===== src/rtl/gra_pkg.sv =====
// Package for the grid rectangle allocator: operation and status codes,
// port widths and parameter defaults. No dependencies.
package gra_pkg;

    localparam int GRID_ROWS_DEF = 8;
    localparam int GRID_COLS_DEF = 8;
    localparam int MAX_ITEMS_DEF = 63;
    localparam int TAG_BITS_DEF  = 16;

    localparam int OP_W     = 2;
    localparam int DIM_W    = 4;
    localparam int POS_W    = 3;
    localparam int ID_PW    = 6;
    localparam int TAG_PW   = 16;
    localparam int STATUS_W = 2;

    typedef logic [OP_W-1:0]     op_t;
    typedef logic [STATUS_W-1:0] status_t;

    localparam op_t OP_INSERT = 2'd0;
    localparam op_t OP_CHECK  = 2'd1;
    localparam op_t OP_REMOVE = 2'd2;
    localparam op_t OP_CLEAR  = 2'd3;

    localparam status_t ST_OK       = 2'd0;
    localparam status_t ST_NO_SPACE = 2'd1;
    localparam status_t ST_NO_ID    = 2'd2;
    localparam status_t ST_EXHAUST  = 2'd3;

endpackage


===== src/rtl/gra_ram.sv =====
// Generic single-write, single-read RAM with registered read data.
// Depends on nothing.
module gra_ram #(
    parameter int WIDTH = 8,
    parameter int DEPTH = 8
) (
    input  logic                                       aclk,
    input  logic                                       we,
    input  logic [((DEPTH > 1) ? $clog2(DEPTH) : 1)-1:0] waddr,
    input  logic [WIDTH-1:0]                           wdata,
    input  logic [((DEPTH > 1) ? $clog2(DEPTH) : 1)-1:0] raddr,
    output logic [WIDTH-1:0]                           rdata
);
    logic [WIDTH-1:0] mem [DEPTH];

    always_ff @(posedge aclk) begin
        if (we) begin
            mem[waddr] <= wdata;
        end
        rdata <= mem[raddr];
    end
endmodule


===== src/rtl/grid_rectangle_first_fit_allocator.sv =====
// Insert scans the grid row by row, then stamps the found rectangle row by row;
// remove visits every row; check_at visits the rectangle's rows; clear and rejects
// go straight to the result. One item at a time; each grid row passes a read state
// and an evaluate/write state on the one grid RAM.
// Reset (synchronous, aresetn low) clears row valid bits, presence bits and the
// ID counter at once; no clearing pass. Depends on gra_pkg and gra_ram.
module grid_rectangle_first_fit_allocator
    import gra_pkg::*;
#(
    parameter int GRID_ROWS = GRID_ROWS_DEF,
    parameter int GRID_COLS = GRID_COLS_DEF,
    parameter int MAX_ITEMS = MAX_ITEMS_DEF,
    parameter int TAG_BITS  = TAG_BITS_DEF
) (
    input  logic              aclk,
    input  logic              aresetn,
    input  logic              s_valid,
    output logic              s_ready,
    input  logic [OP_W-1:0]   s_operation,
    input  logic [DIM_W-1:0]  s_rect_rows,
    input  logic [DIM_W-1:0]  s_rect_cols,
    input  logic [POS_W-1:0]  s_at_row,
    input  logic [POS_W-1:0]  s_at_col,
    input  logic [ID_PW-1:0]  s_item_id,
    input  logic [TAG_PW-1:0] s_item_tag,
    output logic              m_valid,
    input  logic              m_ready,
    output logic [STATUS_W-1:0] m_status,
    output logic [ID_PW-1:0]  m_assigned_id,
    output logic [POS_W-1:0]  m_place_row,
    output logic [POS_W-1:0]  m_place_col,
    output logic [TAG_PW-1:0] m_returned_tag
);
    localparam int ROW_W  = (GRID_ROWS > 1) ? $clog2(GRID_ROWS) : 1;
    localparam int COL_W  = (GRID_COLS > 1) ? $clog2(GRID_COLS) : 1;
    localparam int CNT_W  = $clog2(GRID_ROWS + 1);
    localparam int ID_W   = $clog2(MAX_ITEMS + 1);
    localparam int WORD_W = GRID_COLS * ID_W;
    localparam logic [7:0] ROWS8 = 8'(GRID_ROWS);
    localparam logic [7:0] COLS8 = 8'(GRID_COLS);
    localparam logic [7:0] MAX8  = 8'(MAX_ITEMS);
    localparam logic [ROW_W-1:0] LAST_ROW = ROW_W'(GRID_ROWS - 1);

    localparam logic [1:0] S_IDLE = 2'd0;
    localparam logic [1:0] S_RD   = 2'd1;
    localparam logic [1:0] S_EV   = 2'd2;
    localparam logic [1:0] S_DONE = 2'd3;

    // Columns c .. c+w-1 of one row.
    function automatic logic [GRID_COLS-1:0] win_mask(input logic [COL_W-1:0] c,
                                                      input logic [DIM_W-1:0] w);
        logic [GRID_COLS-1:0] m;
        for (int j = 0; j < GRID_COLS; j++) begin
            m[j] = (j >= int'(c)) && (j < int'(c) + int'(w));
        end
        return m;
    endfunction

    logic [1:0]           state_reg, state_next;
    op_t                  op_reg, op_next;
    logic [DIM_W-1:0]     h_reg, h_next, w_reg, w_next;
    logic [ROW_W-1:0]     row_reg, row_next, last_reg, last_next, top_reg, top_next;
    logic [COL_W-1:0]     col_reg, col_next;
    logic [ID_W-1:0]      id_reg, id_next;
    logic [TAG_BITS-1:0]  tag_in_reg, tag_in_next;
    logic [GRID_COLS-1:0] mask_reg, mask_next;
    logic                 ok_reg, ok_next, stamp_reg, stamp_next;
    logic [CNT_W-1:0]     runs_reg [GRID_COLS];
    logic [CNT_W-1:0]     runs_next [GRID_COLS];
    logic [ID_W-1:0]      issued_reg, issued_next;
    logic [MAX_ITEMS:0]   present_reg, present_next;
    logic [GRID_ROWS-1:0] row_valid_reg, row_valid_next;
    logic                 rv_reg;

    status_t              res_status_reg, res_status_next;
    logic [ID_PW-1:0]     res_id_reg, res_id_next;
    logic [POS_W-1:0]     res_row_reg, res_row_next, res_col_reg, res_col_next;
    logic [TAG_PW-1:0]    res_tag_reg, res_tag_next;
    logic                 m_valid_reg, m_valid_next;
    status_t              m_status_reg;
    logic [ID_PW-1:0]     m_id_reg;
    logic [POS_W-1:0]     m_row_reg, m_col_reg;
    logic [TAG_PW-1:0]    m_tag_reg;

    // Grid RAM: one word per row, one owner ID per column.
    logic                 grid_we;
    logic [WORD_W-1:0]    grid_wdata, grid_rdata, row_data;
    logic                 tag_we;
    logic [ID_W-1:0]      tag_raddr;
    logic [TAG_BITS-1:0]  tag_rdata;

    // Row evaluation.
    logic [GRID_COLS-1:0] free_col, ok_col, fit_col;
    logic [CNT_W-1:0]     run_new [GRID_COLS];
    logic                 any_fit;
    logic [COL_W-1:0]     fit_c;
    logic [ID_W-1:0]      nid;
    logic                 accept, out_take;

    assign accept   = s_valid && s_ready;
    assign s_ready  = (state_reg == S_IDLE);
    assign out_take = !m_valid_reg || m_ready;
    assign nid      = issued_reg + 1'b1;

    gra_ram #(.WIDTH(WORD_W), .DEPTH(GRID_ROWS)) u_grid_ram (
        .aclk  (aclk),
        .we    (grid_we),
        .waddr (row_reg),
        .wdata (grid_wdata),
        .raddr (row_reg),
        .rdata (grid_rdata)
    );

    assign tag_raddr = (state_reg == S_IDLE) ? ID_W'(s_item_id) : id_reg;

    gra_ram #(.WIDTH(TAG_BITS), .DEPTH(MAX_ITEMS + 1)) u_tag_ram (
        .aclk  (aclk),
        .we    (tag_we),
        .waddr (nid),
        .wdata (tag_in_reg),
        .raddr (tag_raddr),
        .rdata (tag_rdata)
    );

    // A row never written since reset or clear reads as all free.
    assign row_data = rv_reg ? grid_rdata : '0;

    always_comb begin
        any_fit = 1'b0;
        fit_c   = '0;
        for (int c = 0; c < GRID_COLS; c++) begin
            free_col[c] = (row_data[c*ID_W +: ID_W] == '0);
            run_new[c]  = free_col[c] ? CNT_W'(runs_reg[c] + 1'b1) : '0;
            ok_col[c]   = (8'(run_new[c]) >= 8'(h_reg));
        end
        for (int c = 0; c < GRID_COLS; c++) begin
            fit_col[c] = (8'(c) + 8'(w_reg) <= COLS8)
                && ((ok_col & win_mask(COL_W'(c), w_reg)) == win_mask(COL_W'(c), w_reg));
        end
        for (int c = GRID_COLS - 1; c >= 0; c--) begin
            if (fit_col[c]) begin
                any_fit = 1'b1;
                fit_c   = COL_W'(c);
            end
        end
    end

    // Write-back word: stamp the window with the new ID, or drop the removed ID.
    always_comb begin
        grid_wdata = row_data;
        for (int c = 0; c < GRID_COLS; c++) begin
            if (op_reg == OP_INSERT) begin
                if (mask_reg[c]) begin
                    grid_wdata[c*ID_W +: ID_W] = nid;
                end
            end else if (row_data[c*ID_W +: ID_W] == id_reg) begin
                grid_wdata[c*ID_W +: ID_W] = '0;
            end
        end
    end

    always_comb begin
        state_next      = state_reg;
        op_next         = op_reg;
        h_next          = h_reg;
        w_next          = w_reg;
        row_next        = row_reg;
        last_next       = last_reg;
        top_next        = top_reg;
        col_next        = col_reg;
        id_next         = id_reg;
        tag_in_next     = tag_in_reg;
        mask_next       = mask_reg;
        ok_next         = ok_reg;
        stamp_next      = stamp_reg;
        runs_next       = runs_reg;
        issued_next     = issued_reg;
        present_next    = present_reg;
        row_valid_next  = row_valid_reg;
        res_status_next = res_status_reg;
        res_id_next     = res_id_reg;
        res_row_next    = res_row_reg;
        res_col_next    = res_col_reg;
        res_tag_next    = res_tag_reg;
        m_valid_next    = m_valid_reg && !m_ready;
        grid_we         = 1'b0;
        tag_we          = 1'b0;

        unique case (state_reg)
            S_IDLE: begin
                if (accept) begin
                    op_next         = s_operation;
                    h_next          = s_rect_rows;
                    w_next          = s_rect_cols;
                    id_next         = ID_W'(s_item_id);
                    tag_in_next     = TAG_BITS'(s_item_tag);
                    res_status_next = ST_OK;
                    res_id_next     = '0;
                    res_row_next    = '0;
                    res_col_next    = '0;
                    res_tag_next    = '0;
                    row_next        = '0;
                    state_next      = S_DONE;
                    unique case (s_operation)
                        OP_INSERT: begin
                            if (8'(issued_reg) >= MAX8) begin
                                res_status_next = ST_EXHAUST;
                            end else if (s_rect_rows == '0 || s_rect_cols == '0
                                         || 8'(s_rect_rows) > ROWS8
                                         || 8'(s_rect_cols) > COLS8) begin
                                res_status_next = ST_NO_SPACE;
                            end else begin
                                stamp_next = 1'b0;
                                for (int c = 0; c < GRID_COLS; c++) begin
                                    runs_next[c] = '0;
                                end
                                state_next = S_RD;
                            end
                        end
                        OP_CHECK: begin
                            res_row_next = s_at_row;
                            res_col_next = s_at_col;
                            if (s_rect_rows == '0 || s_rect_cols == '0
                                || 8'(s_at_row) + 8'(s_rect_rows) > ROWS8
                                || 8'(s_at_col) + 8'(s_rect_cols) > COLS8) begin
                                res_status_next = ST_NO_SPACE;
                            end else begin
                                row_next   = ROW_W'(s_at_row);
                                last_next  = ROW_W'(8'(s_at_row) + 8'(s_rect_rows) - 8'd1);
                                mask_next  = win_mask(COL_W'(s_at_col), s_rect_cols);
                                ok_next    = 1'b1;
                                state_next = S_RD;
                            end
                        end
                        OP_REMOVE: begin
                            if (s_item_id == '0 || 8'(s_item_id) > MAX8
                                || !present_reg[ID_W'(s_item_id)]) begin
                                res_status_next = ST_NO_ID;
                            end else begin
                                state_next = S_RD;
                            end
                        end
                        OP_CLEAR: begin
                            issued_next    = '0;
                            present_next   = '0;
                            row_valid_next = '0;
                        end
                        default: ;
                    endcase
                end
            end
            S_RD: begin
                state_next = S_EV;
            end
            S_EV: begin
                state_next = S_RD;
                row_next   = row_reg + 1'b1;
                unique case (op_reg)
                    OP_INSERT: begin
                        if (!stamp_reg) begin
                            runs_next = run_new;
                            if (any_fit) begin
                                stamp_next = 1'b1;
                                col_next   = fit_c;
                                mask_next  = win_mask(fit_c, w_reg);
                                last_next  = row_reg;
                                top_next   = ROW_W'(8'(row_reg) + 8'd1 - 8'(h_reg));
                                row_next   = ROW_W'(8'(row_reg) + 8'd1 - 8'(h_reg));
                            end else if (row_reg == LAST_ROW) begin
                                res_status_next = ST_NO_SPACE;
                                state_next      = S_DONE;
                            end
                        end else begin
                            grid_we                 = 1'b1;
                            row_valid_next[row_reg] = 1'b1;
                            if (row_reg == last_reg) begin
                                tag_we            = 1'b1;
                                present_next[nid] = 1'b1;
                                issued_next       = nid;
                                res_id_next       = ID_PW'(nid);
                                res_row_next      = POS_W'(top_reg);
                                res_col_next      = POS_W'(col_reg);
                                state_next        = S_DONE;
                            end
                        end
                    end
                    OP_CHECK: begin
                        ok_next = ok_reg && ((free_col & mask_reg) == mask_reg);
                        if (!ok_next) begin
                            res_status_next = ST_NO_SPACE;
                            state_next      = S_DONE;
                        end else if (row_reg == last_reg) begin
                            state_next = S_DONE;
                        end
                    end
                    OP_REMOVE: begin
                        grid_we                 = 1'b1;
                        row_valid_next[row_reg] = 1'b1;
                        if (row_reg == LAST_ROW) begin
                            present_next[id_reg] = 1'b0;
                            res_tag_next         = TAG_PW'(tag_rdata);
                            state_next           = S_DONE;
                        end
                    end
                    default: state_next = S_DONE;
                endcase
            end
            S_DONE: begin
                // Hand the result over once the output register is free.
                if (out_take) begin
                    m_valid_next = 1'b1;
                    state_next   = S_IDLE;
                end
            end
            default: state_next = S_IDLE;
        endcase
    end

    always_ff @(posedge aclk) begin
        if (!aresetn) begin
            state_reg     <= S_IDLE;
            issued_reg    <= '0;
            present_reg   <= '0;
            row_valid_reg <= '0;
            m_valid_reg   <= 1'b0;
        end else begin
            state_reg     <= state_next;
            issued_reg    <= issued_next;
            present_reg   <= present_next;
            row_valid_reg <= row_valid_next;
            m_valid_reg   <= m_valid_next;
        end
    end

    always_ff @(posedge aclk) begin
        op_reg         <= op_next;
        h_reg          <= h_next;
        w_reg          <= w_next;
        row_reg        <= row_next;
        last_reg       <= last_next;
        top_reg        <= top_next;
        col_reg        <= col_next;
        id_reg         <= id_next;
        tag_in_reg     <= tag_in_next;
        mask_reg       <= mask_next;
        ok_reg         <= ok_next;
        stamp_reg      <= stamp_next;
        runs_reg       <= runs_next;
        rv_reg         <= row_valid_reg[row_reg];
        res_status_reg <= res_status_next;
        res_id_reg     <= res_id_next;
        res_row_reg    <= res_row_next;
        res_col_reg    <= res_col_next;
        res_tag_reg    <= res_tag_next;
        if (state_reg == S_DONE && out_take) begin
            m_status_reg <= res_status_reg;
            m_id_reg     <= res_id_reg;
            m_row_reg    <= res_row_reg;
            m_col_reg    <= res_col_reg;
            m_tag_reg    <= res_tag_reg;
        end
    end

    assign m_valid        = m_valid_reg;
    assign m_status       = m_status_reg;
    assign m_assigned_id  = m_id_reg;
    assign m_place_row    = m_row_reg;
    assign m_place_col    = m_col_reg;
    assign m_returned_tag = m_tag_reg;

`ifndef SYNTH
    a_issued_bound: assert property (@(posedge aclk) disable iff (!aresetn)
        8'(issued_reg) <= MAX8)
        else $error("issued count above item limit");
    a_id_zero_absent: assert property (@(posedge aclk) disable iff (!aresetn)
        !present_reg[0])
        else $error("id zero marked present");
    a_clear_all: assert property (@(posedge aclk) disable iff (!aresetn)
        (accept && s_operation == OP_CLEAR) |=> (issued_reg == '0 && present_reg == '0))
        else $error("clear left state behind");
    a_stamp_window: assert property (@(posedge aclk) disable iff (!aresetn)
        (state_reg == S_EV && op_reg == OP_INSERT && stamp_reg)
            |-> (row_reg >= top_reg && row_reg <= last_reg))
        else $error("stamp row outside found rectangle");
`endif
endmodule


===== config.mk =====
export PLATFORM = sky130hd
export DESIGN_NAME = grid_rectangle_first_fit_allocator
export DESIGN_NICKNAME = d
export VERILOG_FILES = /design/src/rtl/gra_pkg.sv /design/src/rtl/gra_ram.sv /design/src/rtl/grid_rectangle_first_fit_allocator.sv
export SDC_FILE = /design/constraint.sdc
export NUM_CORES = 2
export LEC_CHECK = 0
export ABC_CLOCK_PERIOD_IN_PS = 8000
export BUFFER_PORTS_ARGS = -buffer_cell sky130_fd_sc_hd__buf_4
export CAP_MARGIN = 10
export CORE_ASPECT_RATIO = 1.25
export CORE_MARGIN = 4
export CORE_UTILIZATION = 50
export DETAILED_ROUTE_END_ITERATION = 8
export PLACE_DENSITY = 0.67
export SLEW_MARGIN = 10
export SYNTH_ARGS = -nofsm -noshare
export SYNTH_HDL_FRONTEND = slang
export SYNTH_HIERARCHICAL = 1
export SYNTH_SLANG_ARGS = --single-unit

===== constraint.sdc =====
create_clock -name aclk -period 8 [get_ports aclk]
set_clock_uncertainty 0.2 [all_clocks]
set_input_delay 0.8 -clock aclk [delete_from_list [all_inputs] [get_ports aclk]]
set_output_delay 0.8 -clock aclk [all_outputs]
set_load 0.01 [all_outputs]

==> results.md <==
- In the finished design, the share of the clock period the worst path needs comes to 0.738.
- The synthesized netlist occupies a cell area of 69800 sq um.
- Tracing the worst setup path back leads to its startpoint at u_grid_ram/rdata[24].
- For this run, the detailed router's first-pass iteration total came to 8.
- Using the TritonRoute via totals, the vias-per-cell ratio works out to 6.18.
- The pin count of the biggest net entering global routing is 109.
- The clock net in this run drives a total of 1699 sinks.
- STA puts the critical path data required time at 8.33 ns.
- The kind of critical path is register to register.
- The number of setup buffers added after CTS is 0.
- The starting DRC count in detailed routing is 3967.
- Post-CTS repair changed the size of 0 cells.
- For this run, the post-layout net count is 4223.
- The number of buffers between clock root and the deepest sink is 3.
- The run finished with clean final reports.
- Synthesis produced a netlist whose cell count is 3931.
- The die span in y is 426 um.
- The number of max-cap violations is 0.
- Leaving out fill and tap cells, the most frequent cells in the layout are sky130_fd_sc_hd__edfxtp_1 (1554), sky130_fd_sc_hd__mux4_2 (333), sky130_fd_sc_hd__nor2_1 (233).
- Summed over all nets, the half-perimeter wirelength after detailed placement is 99600 um.
- Measured against its own limit, the worst slew margin works out to 0.119.
- In this run the worst hold path is classified as input port to register.
- The count of buffers added on input and output ports is 73.
- The wire length after detailed routing is 170000 um.
- The area growth from synthesis to layout is 12.1%.
- The first-pass GRT wire length is 251000 um.
- The clock-pin slew on the worst setup and hold paths is 0.07 ns.
- The total leakage power is 0.0253 uW.
- The share of the yosys chip area belonging to registers is 0.711.
- Yosys mapped a number of flops with a built-in enable equal to 1554.
- During synthesis, Yosys emitted a total of 6 warnings.
- The post-layout instance count excluding filler cells is 6094.
- The flip-flop count of the largest register after layout is 1024.
- Global routing finished with a remaining overflow of 0.
- The total routing usage reported by global routing is 0.233.
- The total via count in the routed design is 37681.
- The via count of the first global-routing pass was 37998.
- The cell area after placement is 72600 sq um.
- The number of cells after detailed placement is 5766.
- The worst setup path is launched from a register.
- The count of endpoints failing setup in the final report is 0.
- The setup slack of the critical path after layout is 2.10 ns.
- The initial standard-cell utilization of the core is 0.506.
- The number of primary I/O pins is 74.
- The number of hold violations in the final report is 0.
- The TritonCTS clock tree is done.
- The power density over the cells is 257 nW/um^2.
- The number of nets with antenna violations after routing is 0.
- From left edge to right edge, the die measures 342 um.
- The mean instance size in the synthesized netlist is 17.7 sq um.
- Data arrives at the worst endpoint at 6.24 ns.
- The root buffer cell is sky130_fd_sc_hd__clkbuf_16.
- The floorplan die area is 146000 sq um.
- The number of nets in the synthesized netlist is 4048.
- The fraction of layout cells with a size suffix above 1 is 0.213.
- Dividing the detail-routed wire length by the instance count gives 27.8 um.
- Of all nets on the critical path, the largest fanout is 7.
- The worst setup path is captured at a register.
- The clock latency on the worst-skew pair is 0.79 ns.
- The slew of the pin with the lowest slew margin is 1.31 ns.
- The number of clock buffers inserted by TritonCTS is 167.
- The area of all placed cells without fillers is 78200 sq um.
- The number of H-tree levels is 4.
- At the placement stage, the worst setup path has a slack of 2.11 ns.
- The origin of the worst min-delay path is s_rect_rows[0].
- The detailed-route DRC error count is 0.
- The worst path in the final design needs a cycle of 5.90 ns, including I/O delays and setup.
- Setup repair after global routing left no endpoint under its margin.
- The summed negative setup slack over all endpoints is 0 ns.
- Of all flip-flops after synthesis, the portion carrying an async set or reset was 0.
- The final-report max-slew violation count is 0.
- The worst register-to-register path begins at u_grid_ram/rdata[24].
- The final hold slack is 0.0484 ns.
- Leaving out fill and tap cells, the most frequent cell in the layout is sky130_fd_sc_hd__edfxtp_1.
- The number of antenna violations at the first check in global routing was 5.
- Yosys mapped the design onto 89 distinct sky130hd cell types.
- The core box area is 138000 sq um.
- The most used flip-flop cell after synthesis is sky130_fd_sc_hd__edfxtp_1.
- IR analysis of the VDD net gives a maximum drop of 0.218 mV.
- The flip-flop and latch count after synthesis is 1699.
- The number of standard-cell rows in the floorplan is 152.
- The fmax is 169 MHz.
- The placer congestion estimate is 0.886.
==> metrics by stage <==
step	total power [uW]	util
after global routing	20800	0.567
after global placement	12500	0.527
after detailed placement	12500	0.527
after floorplan	11800	-
final	20100	0.567
after CTS	20200	0.567
==> synthesized netlist by cell type (21+ instances only) <==
cell / number / area [sq um]
sky130_fd_sc_hd__edfxtp_1: 1554 / 46700
sky130_fd_sc_hd__o21ai_0: 171 / 856
sky130_fd_sc_hd__dfxtp_1: 145 / 2900
sky130_fd_sc_hd__a22oi_1: 77 / 578
sky130_fd_sc_hd__mux2i_1: 102 / 1020
sky130_fd_sc_hd__clkbuf_1: 126 / 473
sky130_fd_sc_hd__ha_1: 72 / 901
sky130_fd_sc_hd__mux4_2: 333 / 7500
sky130_fd_sc_hd__mux2_2: 26 / 293
sky130_fd_sc_hd__a21oi_1: 172 / 861
sky130_fd_sc_hd__a22o_1: 61 / 534
sky130_fd_sc_hd__nor2_1: 243 / 912
sky130_fd_sc_hd__nand3_1: 62 / 310
sky130_fd_sc_hd__xnor2_1: 37 / 324
sky130_fd_sc_hd__nor2b_1: 55 / 344
sky130_fd_sc_hd__xor2_1: 39 / 342
sky130_fd_sc_hd__a31oi_1: 21 / 131
sky130_fd_sc_hd__and2_1: 31 / 194
sky130_fd_sc_hd__mux2_4: 40 / 601
sky130_fd_sc_hd__inv_1: 40 / 150
sky130_fd_sc_hd__nand2_1: 103 / 387
sky130_fd_sc_hd__buf_2: 40 / 200
sky130_fd_sc_hd__nor3_1: 38 / 190
sky130_fd_sc_hd__a221oi_1: 23 / 201
==> worst max-delay path, cell delays in order, from the launching register on <==
cell,delay [ns]
sky130_fd_sc_hd__dfxtp_1,0.34
sky130_fd_sc_hd__or4_1,0.55
sky130_fd_sc_hd__o31a_1,0.39
sky130_fd_sc_hd__or2_2,0.35
sky130_fd_sc_hd__ha_1,0.27
sky130_fd_sc_hd__nand2b_4,0.12
sky130_fd_sc_hd__a2111oi_4,0.06
sky130_fd_sc_hd__a21oi_1,0.52
sky130_fd_sc_hd__o32ai_1,0.14
sky130_fd_sc_hd__nor4_1,0.42
sky130_fd_sc_hd__nand2_1,0.22
sky130_fd_sc_hd__a221o_1,0.42
sky130_fd_sc_hd__a21boi_1,0.17
sky130_fd_sc_hd__ha_1,0.23
sky130_fd_sc_hd__inv_1,0.07
sky130_fd_sc_hd__fa_1,0.20
sky130_fd_sc_hd__nand2_1,0.06
sky130_fd_sc_hd__mux2_2,0.27
sky130_fd_sc_hd__o21ai_0,0.29
sky130_fd_sc_hd__inv_1,0.10
sky130_fd_sc_hd__o22ai_1,0.14
sky130_fd_sc_hd__o21ai_0,0.10
==> kinds of logic after synthesis <==
group           count (synthesis)  share of synthesized area
xor+xnor                       76                    0.00954
compound gates                659                     0.0624
simple gates                  650                     0.0465
flops                        1699                      0.711
mux                           506                      0.137
fa+ha+maj                      75                     0.0138
buf+inv                       266                     0.0203
==> power breakdown <==
group / switching, uW / internal, uW
sequential: 136 / 9890
combinational: 1380 / 931
clock: 3270 / 4450
==> path summary, 6_finish.rpt <==
check | endpoint | slack, ns | depth (start not counted)
setup / recovery | mask_reg[5] | 2.10 | 21
hold / removal | h_reg[0] | 0.05 | 1
setup reg to reg | mask_reg[5] | 2.10 | 21
hold reg to reg | m_returned_tag[14] | 0.22 | 0
==> routing by layer <==
layer	routed length, um	vias up	GRT usage
met5	0	-	0
met4	7270	0	0.0944
met3	10700	381	0.0363
met2	86700	1500	0.400
met1	64900	19608	0.299
li1	-	16192	-
==> cell type report <==
type / count / area [sq um]
Timing Repair Buffer: 231 / 1830
Tap cell: 1848 / 2310
Fill cell: 10342 / 59700
Clock buffer: 225 / 4670
Clock inverter: 82 / 726
Multi-Input combinational cell: 1966 / 18900
Sequential cell: 1699 / 49600
Inverter: 41 / 154
Antenna cell: 2 / 5.00
==> what timing repair did <==
item,4_1_cts,5_1_grt
hold endpoints to repair,19,0
endpoints found under the setup margin,0,0
hold buffers,19,0
Power figures use the tool's default switching activity.
